## config.mk

```make
export PLATFORM = sky130hd
export DESIGN_NAME = dehb_blend_lane
export DESIGN_NICKNAME = d
export VERILOG_FILES = /design/src/sv/dehb_pkg.sv /design/src/sv/dehb_blend_lane.sv
export SDC_FILE = /design/constraint.sdc
export NUM_CORES = 2
export LEC_CHECK = 0
export ABC_CLOCK_PERIOD_IN_PS = 8700
export BUFFER_PORTS_ARGS = -buffer_cell sky130_fd_sc_hd__buf_2
export CORE_ASPECT_RATIO = 1.1
export CORE_MARGIN = 5
export CORE_UTILIZATION = 30
export DETAILED_ROUTE_END_ITERATION = 12
export PLACE_DENSITY = 0.5
export SETUP_SLACK_MARGIN = 0.15
export SLEW_MARGIN = 20
export SYNTH_ARGS = -nofsm -noshare
export SYNTH_HDL_FRONTEND = slang
export SYNTH_SLANG_ARGS = --single-unit
```

## constraint.sdc

```tcl
create_clock -name clk_i -period 8.7 [get_ports clk_i]
set_input_delay 1.305 -clock clk_i [delete_from_list [all_inputs] [get_ports clk_i]]
set_output_delay 1.305 -clock clk_i [all_outputs]
set_load 0.01 [all_outputs]
```

## src/sv/dehb_pkg.sv

```systemverilog
// shared types and constants of the two-exposure hdr pixel blend
package dehb_pkg;

  // one input item: long and short exposure pixel plus frame marker
  typedef struct packed {
    logic [15:0] long_red;
    logic [15:0] long_green;
    logic [15:0] long_blue;
    logic [15:0] short_red;
    logic [15:0] short_green;
    logic [15:0] short_blue;
    logic        frame_end;
  } in_item_t;

  // one result item
  typedef struct packed {
    logic [23:0] merged_red;
    logic [23:0] merged_green;
    logic [23:0] merged_blue;
    logic [7:0]  recovered_ev;
    logic        frame_end_out;
  } out_item_t;

  // register map, by word index
  typedef enum logic [2:0] {
    REG_BLEND_ENABLE  = 3'd0,
    REG_EXPOSURE_RATIO = 3'd1,
    REG_BLEND_START   = 3'd2,
    REG_BLEND_END     = 3'd3,
    REG_GAIN_RED      = 3'd4,
    REG_GAIN_GREEN    = 3'd5,
    REG_GAIN_BLUE     = 3'd6,
    REG_MAX_STOPS     = 3'd7
  } reg_idx_e;

  // weight class from the luminance compare
  typedef enum logic [1:0] {
    WCLS_ONE  = 2'd0,
    WCLS_ZERO = 2'd1,
    WCLS_RAMP = 2'd2
  } wcls_e;

  localparam logic [16:0] W_ONE   = 17'd65536;
  localparam logic [23:0] OUT_MAX = 24'hFFFFFF;

  // luminance weights, Q0.16
  localparam logic [15:0] LUMA_R = 16'd13933;
  localparam logic [15:0] LUMA_G = 16'd46871;
  localparam logic [15:0] LUMA_B = 16'd4732;

endpackage

```

## src/sv/dehb_blend_lane.sv

```systemverilog
// one colour lane of the weighted long/short blend
module dehb_blend_lane (
  input  logic        clk_i,
  input  logic        en_i,
  input  logic [16:0] w_i,
  input  logic [15:0] long_i,
  input  logic [23:0] short_i,
  input  logic        pass_i,
  output logic [23:0] merged_o
);

  logic [32:0] pl_q;
  logic [40:0] ps_q;
  logic [15:0] long_q;
  logic        pass_q;
  logic [41:0] sum;
  logic [25:0] sum_sh;
  logic [23:0] out_q;

  // weighted products
  always_ff @(posedge clk_i) begin
    if (en_i) begin
      pl_q   <= 33'(w_i) * 33'(long_i);
      ps_q   <= 41'(dehb_pkg::W_ONE - w_i) * 41'(short_i);
      long_q <= long_i;
      pass_q <= pass_i;
    end
  end

  // rounded sum, saturated
  always_comb begin
    sum    = 42'(pl_q) + 42'(ps_q) + 42'd32768;
    sum_sh = 26'(sum >> 16);
  end

  always_ff @(posedge clk_i) begin
    if (en_i) begin
      if (pass_q) begin
        out_q <= 24'(long_q);
      end else begin
        out_q <= (sum_sh > 26'(dehb_pkg::OUT_MAX)) ? dehb_pkg::OUT_MAX : sum_sh[23:0];
      end
    end
  end

  assign merged_o = out_q;

endmodule

```

After elaboration in Yosys (flattened, before gate mapping)

Cells that the tools add are included.

Order comparisons: 1
Add/subtract/negate cells: 3
Mux-type cells: 2
Multipliers: 2

Operator list:

| cell                   | count |
|---|---|
| $add 33x41->42         | 1 |
| $add 42x16->42 const B | 1 |
| $mul 18x25->41         | 1 |
| $mul 17x16->33         | 1 |
| $gt 26x24->1 const B   | 1 |
| $mux 24                | 1 |
| $sub 17x17->18 const A | 1 |
| $mux 16                | 1 |

Register bits: 115
Logic and storage cells: 14
Output and inout port bits: 24
Input bits: 60

Depth between registers and ports, before layout

Word-level depth: 5
Gate-level depth with buffers: 32
Mapped depth without buffers: 31

Worst setup path after synthesis

Ideal clock, no wire load.

Path type: in2reg
From: in w_i[9]
To: reg ps_q[40], data pin
Data required time: 8.440 ns
Stages: 28
Buffers on the path: 2
Arrival: 8.375 ns
Slack: 0.065 ns
Cells stage by stage: clkbuf_1 or4_1 nor3_2 nand2_1 or2_2 nor4_2 xor2_1 buf_2 nand2_1 fa_1 fa_1 inv_1 fa_1 inv_1 fa_1 inv_1 fa_1 fa_1 ha_1 nand4_1 or3_1 a2111o_1 a31oi_1 nor2_1 a211o_1 o2111ai_1 a21oi_1 xnor2_1

Cells in the longest elaborated chain, start to end: 2

RTL lines:

| what                 | line                  | text |
|---|---|---|
| start, declared      | dehb_blend_lane.sv:5  | `input logic [16:0] w_i,` |
| $sub 17x17->18       | dehb_blend_lane.sv:24 | `ps_q <= 41'(dehb_pkg::W_ONE - w_i) * 41'(short_i);` |
| $mul 18x25->41       | dehb_blend_lane.sv:24 |  |
| end signal, assigned | dehb_blend_lane.sv:24 |  |
| end, declared        | dehb_blend_lane.sv:13 | `logic [40:0] ps_q;` |

No other way between the ends.
A chain may end at the register's enable or synchronous reset.

Final worst setup path

From: in w_i[8]
To: reg ps_q[40], data pin

The elaborated chain is that of the path after synthesis.

==> metrics.txt <==
CTS root buf clkbuf_16; initial DRC count 812; Syn Std Cell Area 28600 µm²; Most used DFF post-synth edfxtp_1; commonest cells after routing, fill and taps aside inv_1, fa_1, nand2_1, ha_1, and2_1; Slew Limit Fails 0; die extent in y 334 µm; Syn Area/Cell 9.26 µm²; Critical Path RT 8.88 ns; Seq/Total Area, Yosys 12.1%; DR WL/cell 16.7 µm; cts hold-fix bufs 0; Setup violations, final 0; Initial Utilization 30.3%; f_max 0.120 GHz; outcome finished clean; WL met1 31900 µm; met2 wire len 37300 µm; full die area 101000 µm²; DRT Pass-1 Iters 5; FILL cells 9826; drt total wl 74300 µm; fraction of layout cells with a size suffix above 1 10.6%; #FFs+latches synth 115; nets 4108; via/cell ratio 4.61; clk_lat worst skew 0.43 ns; Mapped Cells 3085; I/O pins 84; remaining global-route overflow 0; Final Cell Area 32000 µm²; dominant cell type by area after synthesis fa_1; core area 94300 µm²; DRC 0; crit start category primary input; Slew headroom 43.9%; DPL Wire Length 61800 µm; slowest stage delay, CP 0.52 ns; Vias 20592; Syn-to-layout area delta 12.1%; yosys warns 0; clk slew on worst S/H paths 0.06 ns; row count 118; routability cong. 0.831; gr usage total 15.0%; fin crit share 95.5%; Final ANT Viol Nets 0; Setup crit end kind flop; worst-path fanout max 10; clk_skew 0.0141 ns; Yosys cell types 75; EDFF count, synth 115; CTS buffer count 17; initial antenna violation count 8; Slew @ Worst Pin 0.836 ns; Fin. Hold Viols 0; ranking of synthesized cells by area fa_1, ha_1, edfxtp_1; Longest Clk Path Bufs 2; Async SR Flop Fraction 0%; Critical-path top delay cell fa_1; commonest non-fill, non-tap cell in the layout inv_1; H-tree depth 4; Worst EP arrival 8.49 ns; Synth top area share 39.3%; CTS tree done; top sig layer met4; Setup Crit Path Kind in2reg; placed instance area 31300 µm²; largest net degree at the start of global routing 61; synthesized net count 4009; Min-Delay Path Class reg2reg; vias in the first global route 22195; IO Port Bufs 83; Top cell by count, worst path fa_1; RSZ-0062 raised after global routing no; first-pass GRT wire length 121000 µm; CTS sink cnt 115; met3 routed WL 3420 µm; Max-Cap Viols 0; final instance count without filler cells 4462; Inst Count DP 4423; Die W 304 µm; Period minus WS final 8.31 ns
==> state kept, by name, indices dropped and copies added (netlist names) <==
register  cells
pass_q        1
merged_o     24
long_q       16
ps_q         41
pl_q         33
==> synth_stat cells (all sizes together) (4+ instances only) <==
master / count
nor2b: 11
or2: 12
edfxtp: 115
xnor2: 65
nand3: 19
ha: 304
a21o: 32
clkbuf: 117
a31oi: 11
and3: 14
buf: 24
o21bai: 5
nor2: 73
o31ai: 4
and2: 214
xor2: 29
a211oi: 13
or3: 6
o21a: 16
a2111oi: 5
inv: 700
nand2: 502
a21oi: 94
nand2b: 9
nor3: 27
nand4: 10
a31o: 4
a211o: 4
fa: 560
o21ai: 44
==> final cells by class <==
type,instances,area (µm²),area share (%)
clock buffers,17,425,1.33
repair buffers,222,1600,5.00
clock inverters,15,159,0.496
diodes,5,12.5,0.0391
inverters,700,2630,8.21
well taps,1260,1580,4.92
multi-input cells,2128,22200,69.2
flip-flops and latches,115,3450,10.8
==> timing repair <==
action                     CTS  global route
buffers inserted             0             2
pin swaps                    0             8
cloned                       0             0
setup endpoints to repair    2             8
resized for setup            2            33
==> worst max-delay path, delay by kind of cell <==
family	cells	cell delay, ns
AO/OA/AOI/OAI	5	1.33
XOR/XNOR	2	0.42
adder cells (fa/ha/maj)	7	2.96
buffers and inverters	7	0.77
AND/OR/NAND/NOR	9	1.68
==> per-layer routing <==
| metal | vias to the layer above | global-route usage [%] |
|---|---|---|
| li1 | 9528 | - |
| met3 | 70 | 1.69 |
| met5 | - | 0 |
| met2 | 359 | 26.4 |
| met1 | 10635 | 19.9 |
| met4 | 0 | 3.41 |
==> cells by family after synthesis <==
group | synth area share (%)
AOI/OAI and AO/OA | 6.33
xor gates and xnor gates | 2.88
adders and majority gates | 52.6
buffers and inverters | 11.2
DFF | 12.1
and+or+nand+nor | 14.9
==> final timing paths <==
kind                  endpoint       start  cells after the start  slack [ns]
setup / recovery      ps_q[40]      w_i[8]                     30        0.39
setup reg to reg  merged_o[13]     pl_q[2]                     11        4.39
hold reg to reg   merged_o[12]  long_q[12]                      2        0.57
hold / removal    merged_o[12]  long_q[12]                      2        0.57
==> through the flow <==
stage | setup WS, ns | hold WS [ns] | TNS, ns | util (%)
2_1_floorplan | 0.154 | 0.541 | 0 | -
3_3_place_gp | -0.208 | 0.552 | -0.910 | 33.1
3_5_place_dp | -0.360 | 0.561 | -1.58 | 33.1
4_1_cts | 0.199 | 0.572 | 0 | 33.8
5_1_grt | 0.133 | 0.581 | 0 | 33.9
6_report | 0.393 | 0.568 | 0 | 33.9
Power is left out: the tool's default activity adds up to more than one toggle a clock period on the data nets, which glitch-free logic cannot reach.
