<file path="src/sv/dehb_pkg.sv">
// shared types and constants of the two-exposure hdr pixel blend
package dehb_pkg;

  // one input item: long and short exposure pixel plus frame marker
  typedef struct packed {
    logic [15:0] long_red;
    logic [15:0] long_green;
    logic [15:0] long_blue;
    logic [15:0] short_red;
    logic [15:0] short_green;
    logic [15:0] short_blue;
    logic        frame_end;
  } in_item_t;

  // one result item
  typedef struct packed {
    logic [23:0] merged_red;
    logic [23:0] merged_green;
    logic [23:0] merged_blue;
    logic [7:0]  recovered_ev;
    logic        frame_end_out;
  } out_item_t;

  // register map, by word index
  typedef enum logic [2:0] {
    REG_BLEND_ENABLE  = 3'd0,
    REG_EXPOSURE_RATIO = 3'd1,
    REG_BLEND_START   = 3'd2,
    REG_BLEND_END     = 3'd3,
    REG_GAIN_RED      = 3'd4,
    REG_GAIN_GREEN    = 3'd5,
    REG_GAIN_BLUE     = 3'd6,
    REG_MAX_STOPS     = 3'd7
  } reg_idx_e;

  // weight class from the luminance compare
  typedef enum logic [1:0] {
    WCLS_ONE  = 2'd0,
    WCLS_ZERO = 2'd1,
    WCLS_RAMP = 2'd2
  } wcls_e;

  localparam logic [16:0] W_ONE   = 17'd65536;
  localparam logic [23:0] OUT_MAX = 24'hFFFFFF;

  // luminance weights, Q0.16
  localparam logic [15:0] LUMA_R = 16'd13933;
  localparam logic [15:0] LUMA_G = 16'd46871;
  localparam logic [15:0] LUMA_B = 16'd4732;

endpackage

</file>
<file path="src/sv/dehb_scale_lane.sv">
// one colour lane of short exposure scaling: ratio then flicker gain
module dehb_scale_lane (
  input  logic        clk_i,
  input  logic        en_i,
  input  logic [15:0] short_i,
  input  logic [15:0] ratio_i,
  input  logic [14:0] gain_i,
  output logic [23:0] scaled_o
);

  logic [24:0] a_q;
  logic [39:0] b_full;
  logic [25:0] b_shift;
  logic [23:0] b_q;

  // exposure ratio, rounded Q8.8
  always_ff @(posedge clk_i) begin
    if (en_i) begin
      a_q <= 25'((33'(short_i) * 33'(ratio_i) + 33'd128) >> 8);
    end
  end

  // flicker gain, rounded Q1.14, saturated
  always_comb begin
    b_full  = 40'(a_q) * 40'(gain_i) + 40'd8192;
    b_shift = 26'(b_full >> 14);
  end

  always_ff @(posedge clk_i) begin
    if (en_i) begin
      b_q <= (b_shift > 26'(dehb_pkg::OUT_MAX)) ? dehb_pkg::OUT_MAX : b_shift[23:0];
    end
  end

  assign scaled_o = b_q;

endmodule

</file>
<file path="config.mk">
export PLATFORM = sky130hd
export DESIGN_NAME = dehb_scale_lane
export DESIGN_NICKNAME = d
export VERILOG_FILES = /design/src/sv/dehb_pkg.sv /design/src/sv/dehb_scale_lane.sv
export SDC_FILE = /design/constraint.sdc
export NUM_CORES = 1
export LEC_CHECK = 0
export BUFFER_PORTS_ARGS = -buffer_cell sky130_fd_sc_hd__buf_2
export CAP_MARGIN = 40
export CORE_ASPECT_RATIO = 0.6
export CORE_MARGIN = 4
export CORE_UTILIZATION = 40
export CTS_BUF_LIST = sky130_fd_sc_hd__clkbuf_2
export CTS_CLUSTER_DIAMETER = 150
export DETAILED_ROUTE_END_ITERATION = 6
export SYNTH_ARGS = -nofsm -noshare
export SYNTH_HDL_FRONTEND = slang
export SYNTH_SLANG_ARGS = --single-unit
</file>
<file path="constraint.sdc">
create_clock -name clk_i -period 8.95 [get_ports clk_i]
set_input_delay 1.3425 -clock clk_i [delete_from_list [all_inputs] [get_ports clk_i]]
set_output_delay 1.3425 -clock clk_i [all_outputs]
set_load 0.05 [all_outputs]
</file>
-- Yosys cells after proc, flatten, opt, wreduce, memory -nomap -nowiden
Cells that the tools add are included.
- $add $sub $neg: 2
- $mul: 2
- $lt $le $gt $ge: 1
- operators with widths (operator ; number):
    $add 40x14->40 const B ; 1
    $mul 25x15->40 ; 1
    $add 32x8->33 const B ; 1
    $mul 16x16->32 ; 1
    $gt 26x24->1 const B ; 1
- register bits: 49
- input port bits: 49
- output and inout bits: 24
- word-level logic and storage cells: 7

-- Logic depth before layout (Yosys ltp)
- depth after elaboration: 3
- gate-level depth with buffers: 26
- depth with buffers taken out: 23

-- Worst setup path before layout
Ideal clock, no wire load.
- path kind: input to register
- start point: input port gain_i[7]
- end point: register b_q[0], in the netlist scaled_o[0], data pin
- library setup time: 0.274 ns
- arrival time: 7.075 ns
- required time: 8.676 ns
- path slack: 1.601 ns
- cell stages on the path: 23
- path buffers: 2
- cell sequence: clkbuf_1 -> nand2_1 -> fa_1 -> inv_1 -> fa_1 -> inv_1 -> fa_1 -> inv_1 -> fa_1 -> fa_1 -> inv_1 -> fa_1 -> inv_1 -> ha_1 -> nand3_1 -> o21ai_0 -> a21oi_2 -> o311a_4 -> o21a_1 -> o21ai_1 -> mux2i_1 -> clkbuf_1 -> nand3_1
- longest elaborated chain between the ends: 3
- ends and longest elaborated chain (item ; RTL line ; RTL):
    start, declared ; dehb_scale_lane.sv:7 ; input logic [14:0] gain_i,
    $mul 25x15->40 (*) ; dehb_scale_lane.sv:25 ; b_full = 40'(a_q) * 40'(gain_i) + 40'd8192;
    $add 40x14->40 (*) ; dehb_scale_lane.sv:25 ;
    $gt 26x24->1 ; dehb_scale_lane.sv:31 ; b_q <= (b_shift > 26'(dehb_pkg::OUT_MAX)) ? dehb_pkg::OUT_MAX : b_shift[23:0];
    end signal, assigned ; dehb_scale_lane.sv:31 ;
    end, declared ; dehb_scale_lane.sv:14 ; logic [23:0] b_q;
Every way passes the cells marked *; elsewhere a longest branch is shown, timed or not.
A chain may end at the register's enable or synchronous reset.

-- Final worst setup path
- start point: input port gain_i[0]
- end point: register b_q[0], in the netlist scaled_o[0], data pin
The elaborated chain is that of the path after synthesis.

==> results.tsv <==
stage	metric	value	unit
cts	clk_pin_slew_worst_paths	330	ps
yosys	netlist_top_cells_count	578 x inv_1, 493 x fa_1, 419 x nand2_1, 235 x ha_1, 230 x and2_1	
sta	fmax	138	MHz
run	maxCapViolCount	0	
detailed_routing	wirelength	51700	um
global_routing	grt_usage	0.188	
critical_path	crit_path_max_fanout	24	
yosys	ys_seq_area_frac	0.0679	
yosys	syn-num-nets	3153	
placement	dp.cells	3064	
yosys	yosysMostFrequentCell	inv_1	
cts	cts_tree	done	
detailed_routing	routedWlPerCell	16.8	um
critical_path	cp.required	9280	ps
global_routing	grt_antenna_before_repair	4	
placement	place_ws	1110	ps
sta	fin_tns_setup	0	ps
critical_path	crit_path_end_kind	flip-flop	
yosys	ys.flop_type	edfxtp_1	
global_routing	grt_first_pass_wirelength	87600	um
sta	tightestPinTransition	800	ps
global_routing	grt_start_max_net_pins	50	
cells_and_area	drive_above_1_share	0.0414	
sta	rsz0062_at_grt	no	
placement	gp_congestion	0.857	
outcome	status	finished clean	
sta	hold_viol_final	0	
placement	post-dp-hpwl	42700	um
critical_path	crit_arrival	7570	ps
sta	finClkSkew	36.6	ps
yosys	synthArstFlopShare	0	
cts	cts_setup_buffers	0	
critical_path	cp-start-kind	input port	
cts	clockBufferDepth	2	
yosys	synth_top_area_cell	fa_1	
global_routing	grt_pass1_vias	16400	
detailed_routing	drc	0	
cts	numClockSinks	49	
global_routing	globalRoute.totalOverflow	0	
sta	setup_ws	1710	ps
cts	cts_hold_buf	0	
sta	period_share	0.809	
die	io_pins	73	
cells_and_area	final_cells	3075	
cts	h-tree-depth	2	
die	die_w	308	um
die	fp.dieH	188	um
detailed_routing	num_vias	15400	
detailed_routing	ant_nets	0	
yosys	synth_edf_count	49	
worst_hold_path	hold_path_depth	2	
cells_and_area	multi_input_area	0.0177	mm^2
cells_and_area	synthToLayoutAreaGrowth	4.54	%
yosys	ys_ff_latch	49	
cells_and_area	utilization	0.427	
detailed_routing	drt_iter0_drc	901	
worst_hold_path	hp-class	input port to flip-flop	
cells_and_area	seq_area	0.00147	mm^2
sta	maxSlewHeadroom	0.462	
yosys	yosys.area.top_type_share	0.456	
cts	post_cts_resized	0	
yosys	synth_warnings	0	
cts	clkLatencyLatePin	590	ps
critical_path	critical_path_class	input port to flip-flop	
cts	cts_made_buffers	5	
critical_path	rr_startpoint	a_q[6]	
placement	port_buffers	72	
die	die_area	0.0581	mm^2
yosys	syn_avg_cell_area	9.12	um^2
die	num_rows	65	
critical_path	r2r_cells	22	
cells_and_area	fillers	5273	
yosys	synth.distinct_cells	52	
sta	finalSetupViolations	0	
cts	cts-root-buf	clkbuf_2	
critical_path	r2r-end	scaled_o[0]	
worst_hold_path	min_to	scaled_o[23]	
yosys	synth.area.top_cells	fa_1 46%, ha_1 14%, inv_1 10%	
worst_hold_path	hp-start	en_i	
detailed_routing	drt-pass1-iter-count	7	
die	coreArea	0.0530	mm^2
yosys	synth_cells	2376	
detailed_routing	viasPerCell	5.02	
yosys	syn-cell-area	0.0217	mm^2
sta	period_needed	7240	ps
sta	slew_viol_final	0	
cells_and_area	nNetsFinal	3145	
die	initial_utilization	0.408	
critical_path	r2r_slack	1900	ps
-- worst max-delay path: stages --
cell	delay, ps
buf_2	410
nand2_1	160
fa_1	560
inv_1	50
fa_1	630
fa_1	480
fa_1	450
fa_1	520
inv_1	50
fa_1	470
inv_1	40
ha_1	340
a21oi_1	250
o21ai_0	120
nand2_1	100
a31oi_1	100
a32oi_1	360
o21a_1	240
a211oi_1	130
a221oi_4	290
buf_4	310
nand3_1	130
-- registers in the layout, summed over array words and instances, names as in the netlist --
name / count
a_q: 25
scaled_o: 24
-- cells in the final DEF, fill, tap and decap left out, types with 20 or more instances in the layout --
| cell type | n |
|---|---|
| nand3_1 | 32 |
| inv_1 | 578 |
| fa_1 | 493 |
| nand2_1 | 419 |
| a21oi_1 | 36 |
| a21o_1 | 20 |
| nor2_1 | 29 |
| xnor2_1 | 31 |
| ha_1 | 235 |
| buf_2 | 72 |
| edfxtp_1 | 49 |
| and2_1 | 230 |
-- area by class of cell --
type | count | share of cell area
multi-input combinational | 1654 | 0.779
inverter | 578 | 0.0958
sequential | 49 | 0.0650
tap | 703 | 0.0388
timing repair buffer | 80 | 0.0186
clock buffer | 5 | 0.00111
clock inverter | 3 | 0.000884
antenna | 3 | 0.000332
-- worst max-delay path by stage --
stage	start	end	slack (ps)
6_report	gain_i[0]	scaled_o[0]	1710
5_1_grt	gain_i[4]	scaled_o[0]	1370
3_5_place_dp	gain_i[9]	scaled_o[18]	1110
3_3_place_gp	gain_i[6]	scaled_o[18]	1250
4_1_cts	gain_i[9]	scaled_o[0]	1780
2_1_floorplan	gain_i[7]	scaled_o[0]	1600
-- cell families after synthesis --
logic type	after synthesis	synth area share
flip-flops	49	0.0679
AND/OR/NAND/NOR	751	0.163
buffers and inverters	673	0.117
multiplexers	1	0.000462
AO/OA/AOI/OAI	128	0.0411
adder cells (fa/ha/maj)	728	0.591
XOR/XNOR	46	0.0186
-- per-layer routing --
layer | global-route usage | part of all wire
met2 | 0.292 | 0.45
met4 | 0.0270 | 0.011
met5 | 0 | 0
met3 | 0.0267 | 0.060
met1 | 0.286 | 0.48
-- metrics by stage --
step | hold slack, ps | cell area [um^2]
floorplan | 1160 | 21700
global placement | 1760 | 22600
detailed placement | 1790 | 22600
CTS | 1390 | 22600
global route | 1380 | 22600
finish | 1400 | 22600
Power is left out: the tool's default activity adds up to more than one toggle a clock period on the data nets, which glitch-free logic cannot reach.
